## src/rtl/kctr_pkg.sv

```systemverilog
// kctr_pkg: constants and types for the key climb trace row block
// field prime, chunk layout and word widths; no dependencies
package kctr_pkg;

	localparam int WordW    = 64;
	localparam int NumWords = 4;
	localparam int ChunkW   = 18;
	localparam int LastW    = 10;
	localparam int Rows     = 4;
	localparam int LevelW   = 8;
	localparam int CodeW    = 2;
	localparam int InDataW  = 272;
	localparam int OutDataW = 352;
	localparam int OutUserW = 5;

	localparam logic [WordW-1:0] GlPrime = 64'hFFFF_FFFF_0000_0001;

	// row codes
	localparam logic [1:0] RowResult = 2'd2;
	localparam logic [1:0] RowLast   = 2'd3;

	// prime chunks and chunk masks, row 0 first
	localparam logic [ChunkW-1:0] PrimeChunk [Rows] = '{
		18'h00001, 18'h3C000, 18'h3FFFF, 18'h003FF
	};
	localparam logic [ChunkW-1:0] ChunkMask [Rows] = '{
		18'h3FFFF, 18'h3FFFF, 18'h3FFFF, 18'h003FF
	};

	typedef logic [WordW-1:0] word_t;
	typedef word_t [NumWords-1:0] key_t;
	typedef logic [CodeW-1:0] code_t;
	typedef code_t [Rows-1:0] codes_t;

	// common item fields carried down the pipeline
	typedef struct packed {
		key_t              key;
		logic [LevelW-1:0] level;
		logic              bit_in;
	} item_t;

endpackage

```

## src/rtl/key_climb_trace_rows.sv

```systemverilog
// key_climb_trace_rows: climbs one key word and emits four trace rows per word
// depends on kctr_pkg
//
// Each input word carries a four-word key, a tree level and one bit; the word picked
// by the level's low two bits is climbed to 2*w+bit mod p and four output words (trace
// rows) follow, one per cycle while m_tready is high, the last marked by m_tlast. An
// input word passes through the pipeline stages (reduce, select and double, add bit and
// carry chain) into the row sequencer at the output, which holds one item while its four
// rows go out; the next item is accepted and worked on while rows of the previous one
// are still going out, and if it is waiting in stage 3 the last row is followed by the
// next item's first row in the following cycle.
module key_climb_trace_rows (
	input  logic                         clk,
	input  logic                         arst_n,
	input  logic                         s_tvalid,
	output logic                         s_tready,
	// key_word0, key_word1, key_word2, key_word3, tree_level, in_bit, zero fill
	input  logic [kctr_pkg::InDataW-1:0]  s_tdata,
	output logic                         m_tvalid,
	input  logic                         m_tready,
	// out_word0..out_word3, level_echo, chunk_value, partial_key, bit_echo,
	// carry_lt, zero fill
	output logic [kctr_pkg::OutDataW-1:0] m_tdata,
	// word_select, result_row
	output logic [kctr_pkg::OutUserW-1:0] m_tuser,
	output logic                         m_tlast
);
	import kctr_pkg::*;

	// stage valids and stall chain
	logic v_s1, v_s2, v_s3, ov_q;
	logic rdy1, rdy2, rdy3, load_out, row_take;
	logic [1:0] row_q;

	item_t item_in, item_s1, item_s2, item_s3;
	word_t word_s2, dbl_s2, word_s3, climb_s3;
	codes_t codes_s3;

	item_t  item_q;
	word_t  word_q, climb_q;
	codes_t codes_q;

	assign row_take = ov_q && m_tready;
	assign load_out = v_s3 && (!ov_q || (row_take && row_q == RowLast));
	assign rdy3     = !v_s3 || load_out;
	assign rdy2     = !v_s2 || rdy3;
	assign rdy1     = !v_s1 || rdy2;
	assign s_tready = rdy1;

	// stage 1: unpack and reduce each word below p
	always_comb begin
		for (int k = 0; k < NumWords; k++) begin
			item_in.key[k] = (s_tdata[k*WordW +: WordW] >= GlPrime) ?
				s_tdata[k*WordW +: WordW] - GlPrime : s_tdata[k*WordW +: WordW];
		end
		item_in.level  = s_tdata[NumWords*WordW +: LevelW];
		item_in.bit_in = s_tdata[NumWords*WordW + LevelW];
	end

	always_ff @(posedge clk or negedge arst_n) begin
		if (!arst_n) begin
			v_s1 <= 1'b0;
		end else if (rdy1) begin
			v_s1 <= s_tvalid;
		end
	end

	always_ff @(posedge clk) begin
		if (rdy1 && s_tvalid) begin
			item_s1 <= item_in;
		end
	end

	// stage 2: select word and double it mod p
	logic [WordW:0] dbl_sum;
	word_t          sel_word;

	always_comb begin
		sel_word = item_s1.key[item_s1.level[1:0]];
		dbl_sum  = {sel_word, 1'b0};
	end

	always_ff @(posedge clk or negedge arst_n) begin
		if (!arst_n) begin
			v_s2 <= 1'b0;
		end else if (rdy2) begin
			v_s2 <= v_s1;
		end
	end

	always_ff @(posedge clk) begin
		if (rdy2 && v_s1) begin
			item_s2 <= item_s1;
			word_s2 <= sel_word;
			dbl_s2  <= (dbl_sum >= {1'b0, GlPrime}) ?
				WordW'(dbl_sum - {1'b0, GlPrime}) : WordW'(dbl_sum);
		end
	end

	// stage 3: add the bit mod p and run the carry / less-than chain
	word_t  climb_c;
	codes_t codes_c;
	logic   carry_c, lt_c;
	logic [ChunkW-1:0] chunk_c, crop_c;
	logic [ChunkW:0]   up_c;

	always_comb begin
		climb_c = dbl_s2 + {{(WordW-1){1'b0}}, item_s2.bit_in};
		if (climb_c == GlPrime) begin
			climb_c = '0;
		end
		carry_c = item_s2.bit_in;
		lt_c    = 1'b0;
		for (int c = 0; c < Rows; c++) begin
			codes_c[c] = {lt_c, carry_c};
			if (c == Rows - 1) begin
				chunk_c = {{(ChunkW-LastW){1'b0}}, word_s2[WordW-1 -: LastW]};
			end else begin
				chunk_c = word_s2[c*ChunkW +: ChunkW];
			end
			up_c    = {chunk_c, carry_c};
			carry_c = (up_c > {1'b0, ChunkMask[c]});
			crop_c  = up_c[ChunkW-1:0] & ChunkMask[c];
			if (crop_c < PrimeChunk[c]) begin
				lt_c = 1'b1;
			end else if (crop_c != PrimeChunk[c]) begin
				lt_c = 1'b0;
			end
		end
	end

	always_ff @(posedge clk or negedge arst_n) begin
		if (!arst_n) begin
			v_s3 <= 1'b0;
		end else if (rdy3) begin
			v_s3 <= v_s2;
		end
	end

	always_ff @(posedge clk) begin
		if (rdy3 && v_s2) begin
			item_s3  <= item_s2;
			word_s3  <= word_s2;
			climb_s3 <= climb_c;
			codes_s3 <= codes_c;
		end
	end

	// row sequencer: holds one item and steps through its four rows
	always_ff @(posedge clk or negedge arst_n) begin
		if (!arst_n) begin
			ov_q  <= 1'b0;
			row_q <= '0;
		end else if (load_out) begin
			ov_q  <= 1'b1;
			row_q <= '0;
		end else if (row_take) begin
			if (row_q == RowLast) begin
				ov_q <= 1'b0;
			end
			row_q <= row_q + 2'd1;
		end
	end

	always_ff @(posedge clk) begin
		if (load_out) begin
			item_q  <= item_s3;
			word_q  <= word_s3;
			climb_q <= climb_s3;
			codes_q <= codes_s3;
		end
	end

	// row fields
	key_t              out_key;
	logic [ChunkW-1:0] row_chunk;
	word_t             row_partial;
	logic [3:0]        row_sel;
	logic              is_last, is_result;

	always_comb begin
		is_last   = (row_q == RowLast);
		is_result = (row_q == RowResult);
		out_key   = item_q.key;
		row_sel   = '0;
		if (is_last) begin
			out_key[item_q.level[1:0]] = climb_q;
			row_sel = 4'(1) << item_q.level[1:0];
		end
		case (row_q)
			2'd0: begin
				row_chunk   = word_q[0 +: ChunkW];
				row_partial = {{(WordW-ChunkW){1'b0}}, word_q[ChunkW-1:0]};
			end
			2'd1: begin
				row_chunk   = word_q[ChunkW +: ChunkW];
				row_partial = {{(WordW-2*ChunkW){1'b0}}, word_q[2*ChunkW-1:0]};
			end
			2'd2: begin
				row_chunk   = word_q[2*ChunkW +: ChunkW];
				row_partial = {{(WordW-3*ChunkW){1'b0}}, word_q[3*ChunkW-1:0]};
			end
			default: begin
				row_chunk   = {{(ChunkW-LastW){1'b0}}, word_q[WordW-1 -: LastW]};
				row_partial = word_q;
			end
		endcase
	end

	assign m_tvalid = ov_q;
	assign m_tlast  = is_last;
	assign m_tuser  = {is_result, row_sel};
	assign m_tdata  = {3'b000, codes_q[row_q], item_q.bit_in, row_partial, row_chunk,
		item_q.level, out_key[3], out_key[2], out_key[1], out_key[0]};

	// rows of one item go out back to back once taken
	a_rows_follow: assert property (@(posedge clk) disable iff (!arst_n)
		(m_tvalid && m_tready && !m_tlast) |=> m_tvalid)
		else $error("row sequence broken before last row");

	// word select is one-hot on the last row only
	a_sel_onehot: assert property (@(posedge clk) disable iff (!arst_n)
		m_tvalid |-> (m_tlast ? $onehot(m_tuser[3:0]) : (m_tuser[3:0] == 4'd0)))
		else $error("word select not one-hot on last row");

	// climbed word stays canonical
	a_climb_canon: assert property (@(posedge clk) disable iff (!arst_n)
		(m_tvalid && m_tlast) |-> (climb_q < GlPrime))
		else $error("climbed word not below prime");

	// a waiting item is loaded right after the last row leaves
	a_next_item: assert property (@(posedge clk) disable iff (!arst_n)
		(m_tvalid && m_tready && m_tlast && v_s3) |=> (m_tvalid && row_q == 2'd0))
		else $error("next item not loaded after last row");

endmodule
```

## config.mk

```make
export PLATFORM = sky130hd
export DESIGN_NAME = key_climb_trace_rows
export DESIGN_NICKNAME = d
export VERILOG_FILES = /design/src/rtl/kctr_pkg.sv /design/src/rtl/key_climb_trace_rows.sv
export SDC_FILE = /design/constraint.sdc
export NUM_CORES = 2
export LEC_CHECK = 0
export BUFFER_PORTS_ARGS = -buffer_cell sky130_fd_sc_hd__buf_2
export CORE_UTILIZATION = 25
export CTS_CLUSTER_DIAMETER = 200
export DETAILED_ROUTE_END_ITERATION = 8
export GPL_ROUTABILITY_DRIVEN = 0
export GPL_TIMING_DRIVEN = 1
export SYNTH_ARGS = -nofsm -noshare
export SYNTH_HDL_FRONTEND = slang
export SYNTH_SLANG_ARGS = --single-unit
```

## constraint.sdc

```tcl
create_clock -name clk -period 24.3 [get_ports clk]
set_clock_uncertainty 0.1 [all_clocks]
set_input_delay 4.86 -clock clk [delete_from_list [all_inputs] [get_ports clk]]
set_output_delay 4.86 -clock clk [all_outputs]
set_load 0.05 [all_outputs]
```

[Yosys cells after proc, flatten, opt, wreduce, memory -nomap -nowiden]
Cells that the tools add are included.
Widths: inputs -> output; s select.
Operators by class
  add/subtract/negate cells: 7
  order comparisons: 15
  equality and inequality tests: 6
  shifts and indexed selects: 1
  multiplexer cells: 25
  reduce and logical (&&, ||, !) cells: 19
Operators by type and width (number)
  $mux 64: 7
  $sub 64x64->64 const B: 5
  $bwmux 256: 1
  $ge 64x64->1 const B: 4
  $mux 256: 1
  $pmux 64 s3: 1
  $bmux 64 s2: 1
  $demux 64 s2: 1
  $ge 65x64->1 const B: 1
  $add 64x1->64: 1
  $eq 64x64->1 const B: 1
  $gt 19x18->1 const B: 3
  $pmux 18 s3: 1
  $lt 18x18->1 const B: 2
  $ne 18x18->1 const B: 2
  $lt 18x1->1 const B: 1
  $lt 2x3->1 const B: 3
  $logic_and 1x1->1: 7
  $mux 1: 7
  $mux 2: 3
  $bmux 2 s2: 1
  $eq 2x2->1 const B: 2
  $logic_not 1->1: 4
  $logic_or 1x1->1: 4
  other kinds (8): 9
Storage, ports and cells
  bits in registers: 1462
  input bits: 276
  output and inout bits: 360
  logic and storage cells: 116

[Logic depth before layout (Yosys ltp)]
  word-level depth: 8
  depth in mapped cells: 14
  depth with buffers taken out: 10

[Worst setup path before layout]
Ideal clock, no wire load.
  kind: in2reg
  from: in m_tready
  to: reg climb_q[0], enable pin
  library setup time: 1.209 ns
  arrival: 22.396 ns
  required time: 22.991 ns
  path slack: 0.595 ns
  stages on the path: 2
  path buffers: 0
  path through: a21boi_0 nor2b_1
On the way
  cells in the longest elaborated chain, start to end: 4
Ends and longest elaborated chain
  start, declared: line key_climb_trace_rows.sv:20  | input logic m_tready,
  $logic_and 1x1->1: line key_climb_trace_rows.sv:43  | assign row_take = ov_q && m_tready;
  $logic_and 1x1->1: line key_climb_trace_rows.sv:44  | assign load_out = v_s3 && (!ov_q || (row_take && row_q == RowLast));
  $logic_or 1x1->1: line key_climb_trace_rows.sv:44
  $logic_and 1x1->1: line key_climb_trace_rows.sv:44
  net load_out: line key_climb_trace_rows.sv:32  | logic rdy1, rdy2, rdy3, load_out, row_take;
  end signal, assigned: line key_climb_trace_rows.sv:169  | climb_q <= climb_s3;
  end, declared: line key_climb_trace_rows.sv:40  | word_t word_q, climb_q;
The timed path passes the listed nets, and every way through them passes these cells.
A chain may end at the register's enable or synchronous reset.

[Worst setup path after layout]
  from: in m_tready
  to: out s_tready
On the way
  cells in the longest elaborated chain, start to end: 7
Ends and longest elaborated chain
  $logic_and 1x1->1: line key_climb_trace_rows.sv:43
  $logic_and 1x1->1: line key_climb_trace_rows.sv:44
  $logic_or 1x1->1: line key_climb_trace_rows.sv:44
  $logic_and 1x1->1: line key_climb_trace_rows.sv:44
  $logic_or 1x1->1: line key_climb_trace_rows.sv:45  | assign rdy3 = !v_s3 || load_out;
  $logic_or 1x1->1: line key_climb_trace_rows.sv:46  | assign rdy2 = !v_s2 || rdy3;
  $logic_or 1x1->1: line key_climb_trace_rows.sv:47  | assign rdy1 = !v_s1 || rdy2;
  end, declared: line key_climb_trace_rows.sv:16  | output logic s_tready,
Every way passes these cells.

==> PnR_summary.wiki <==
{| class="wikitable"
! Metric !! Value
|-
| Run status || completed
|-
| Unrepaired setup endpoints after global routing || false
|-
| Die outline area || 231000 um2
|-
| Flip-flop cell with the highest count after synthesis || edfxtp_1
|-
| Total setup buffers inserted after CTS || 0
|-
| Async set-or-reset flop fraction in the synthesized netlist || 0.00410
|-
| Num CTS Buffers || 158
|-
| Core area || 227000 um2
|-
| Sequential Power Share || 0.468
|-
| Count of different cell masters after synthesis || 70
|-
| Floorplan die height || 481 um
|-
| Total of warnings raised by yosys || 0
|-
| Top cell type's share of synthesized area || 0.764
|-
| Die width || 481 um
|-
| Clock Tree Root || clkbuf_16
|-
| Required @ worst endpoint || 19340 ps
|-
| Min-Delay Path Depth || 0
|-
| Most instantiated cells after synthesis || edfxtp_1 (1456), nand2_1 (504), nor2b_1 (148)
|-
| Total number of placement rows || 175
|-
| Drt wl/cell || 27.9 um
|-
| Number of H-tree levels || 4
|-
| Number of synthesized flops with an enable pin || 1456
|-
| Worst r2r path cells || 8
|-
| Endpoint type of the worst setup path || output pin
|-
| Clock period minus final worst setup slack || 11010 ps
|-
| Worst Hold End || item_s3[137]
|-
| Busiest grt layer || met2
|-
| Pin count of the biggest net entering global routing || 153
|-
| Clock transition at path regs || 60 ps
|-
| Overall via count from detail_route || 33600
|-
| TritonCTS clock tree || built
|-
| Final net count || 4473
|-
| Number of global-route vias before repair || 32700
|-
| Worst slack, placed || 13280 ps
|-
| Total count of max-transition violations in the final report || 0
|-
| Highest clock frequency the design can meet || 90.9 MHz
|-
| Final setup viols || 0
|-
| Number of iterations in the first detailed-routing pass || 8
|-
| Final-layout fill cell count || 22400
|-
| Count of maximum capacitance violations || 0
|-
| Fraction of final layout cells sized beyond drive strength 1 || 0.267
|-
| Startpoint type of the worst setup path || primary input
|-
| Global routing usage on met3 || 0.0382
|-
| Number of input and output port buffers inserted || 625
|-
| Gate power share || 0.172
|-
| Reg-to-reg setup timing slack || 18850 ps
|-
| Initial core utilization || 0.252
|-
| Slew HR || 0.261
|-
| Worst reg2reg path endpoint || item_s3[62]
|-
| Met1 usage || 0.240
|-
| 1st-iter DRT viols || 3516
|-
| Final core occ || 0.306
|-
| Fraction of the cycle the final worst path needs || 0.453
|-
| Sequential element share of the synthesized area || 0.766
|-
| Count of boundary I/O pins || 636
|-
| Wire length of the first global-routing pass || 272000 um
|-
| Gr ovfl total || 0
|-
| Routed WL || 205000 um
|-
| Share of total power in the clock network || 0.361
|-
| Worst Setup Slack, final || 13290 ps
|-
| Source-to-sink clock delay at the later pin of the worst-skew pair || 800 ps
|-
| Vias per cell || 4.57
|-
| Cell internal pwr || 4890 uW
|-
| Overall Power || 7030 uW
|-
| Total standard cell area after synthesis || 57300 um2
|-
| Maximum ir drop on the vdd rail || 0.0807 mV
|-
| Cell taking the most area after synthesis || edfxtp_1
|-
| Syn-to-layout area delta || 21.4%
|-
| Fraction of power spent switching nets || 0.304
|-
| Worst Hold Launch || item_s2[137]
|-
| Post-cts gate resize count || 0
|-
| Crit-path max FO || 5
|-
| Largest cells by area after synthesis || edfxtp_1 (76%), nand2_1 (3.3%), mux2_2 (2.6%)
|-
| Number of hold-slack violations in the final timing report || 0
|-
| Arrival time of data at the critical path endpoint || 6050 ps
|-
| Number of antenna violations at the first check in global routing || 73
|-
| Worst-margin pin slew || 1110 ps
|-
| Setup_tns || 0 ps
|-
| Net switching power figure || 2130 uW
|-
| GRT Resource Usage Total || 0.174
|-
| Top-count cell post-synth || edfxtp_1
|-
| Antenna Violating Nets Remaining || 0
|-
| Crit Path Category || in2out
|-
| Synthesized instance count || 3488
|-
| Count of hold-fix buffers inserted at cts || 0
|-
| Average footprint of a synthesized cell || 16.4 um2
|-
| Final hold slack || 300 ps
|-
| Number of buffers on the longest clock path || 3
|-
| Half-perimeter wire length after placement || 156000 um
|-
| Static leakage || 0.0235 uW
|-
| Pwr per Cell Area || 101 nW/um2
|-
| DRC viols || 0
|-
| Seq cells post-synth || 1462
|-
| Worst r2r src || row_q[1]
|-
| GRT met2 Usage || 0.262
|-
| Hold Path Class || reg2reg
|-
| Clock sink count || 1462
|}
[registers in the layout, summed over array words and instances, names as in the netlist, 2 cells and up]
signal	cells
codes_q	7
dbl_s2	64
item_s3	265
row_q	2
climb_s3	64
word_q	64
item_q	256
codes_s3	6
word_s2	64
item_s1	265
climb_q	64
word_s3	64
item_s2	264
m_tdata	8
[per-stage QoR]
stage,instances,cell area [um2]
floorplan,3490,57300
global placement,7031,64000
detailed placement,7031,64000
CTS,7320,69400
global route,7327,69500
finish,7351,69500
[power groups by stage]
stage / clock network, uW / logic (uW) / registers [uW]
after floorplan: 0 / 799 / 3410
after global placement: 0 / 1210 / 3330
after detailed placement: 0 / 1220 / 3340
after CTS: 2590 / 1220 / 3290
after global routing: 2690 / 1260 / 3310
final: 2540 / 1210 / 3290
[cells by family (layout without fill, tap and decap cells)]
kind of cell / Yosys count / in the layout / share of synthesized area
xor gates and xnor gates: 234 / 234 / 0.0358
adders and majority gates: 15 / 15 / 0.00328
and+or+nand+nor: 1285 / 1285 / 0.113
other: 1 / 34 / 0.0000655
buffers and inverters: 191 / 1012 / 0.0161
DFF: 1462 / 1462 / 0.766
AOI/OAI and AO/OA: 88 / 88 / 0.0117
muxes: 212 / 212 / 0.0539
[area by class of cell]
type	count	area, um2	area share
sequential	1462	43900	0.631
multi-input combinational	1837	12600	0.181
clock buffer	188	4130	0.0594
tap	3009	3760	0.0542
timing repair buffer	678	3580	0.0514
clock inverter	101	1360	0.0196
inverter	45	169	0.00243
antenna	31	77.6	0.00112
[worst max-delay path by stage]
stage / start / end / slack [ps] / cells past startpoint
floorplan: m_tready / climb_q[0] / 600 / 2
global placement: m_tready / s_tready / 13330 / 4
detailed placement: m_tready / s_tready / 13280 / 4
CTS: m_tready / s_tready / 13280 / 4
global route: m_tready / s_tready / 13170 / 4
finish: m_tready / s_tready / 13290 / 4
[worst max-delay path: stages]
cell and delay [ps]:
buf_2 110, a21boi_0 550, nand4_1 250, buf_2 270
[layer usage]
metal / share of wire / wire [um]
met5: 0.00068 / 139
met4: 0.042 / 8710
met3: 0.078 / 16000
met2: 0.44 / 90000
met1: 0.44 / 90200
[cell usage in the layout, fill, tap and decap left out, types with 6 or more instances in the layout]
master / Yosys / final
diode_2: 0 / 31
o21a_1: 7 / 7
nand3b_1: 8 / 8
ha_1: 15 / 14
and2_1: 50 / 47
dfrtp_1: 6 / 6
nor2b_1: 148 / 147
clkbuf_16: 0 / 160
nand2_1: 504 / 504
and4_1: 12 / 12
mux4_2: 64 / 64
clkinv_1: 0 / 26
mux2i_1: 18 / 18
xor2_1: 123 / 123
o21ai_0: 15 / 15
nand4_1: 79 / 79
a222oi_1: 18 / 18
or3_1: 24 / 24
o31ai_1: 6 / 6
bufinv_16: 0 / 25
and3_1: 19 / 18
mux2_2: 130 / 130
buf_2: 20 / 625
nand3_1: 65 / 65
nor4_1: 75 / 72
xnor2_1: 111 / 111
clkinv_2: 0 / 18
nor2_1: 136 / 134
or4_1: 25 / 25
clkbuf_1: 72 / 26
a21oi_1: 8 / 7
edfxtp_1: 1456 / 1456
nor4_2: 5 / 8
or2_2: 9 / 9
clkinvlp_4: 0 / 9
inv_1: 45 / 43
nand2b_1: 17 / 17
nand4b_1: 6 / 6
nor3_1: 76 / 75
buf_4: 37 / 49
Power figures use the tool's default switching activity.
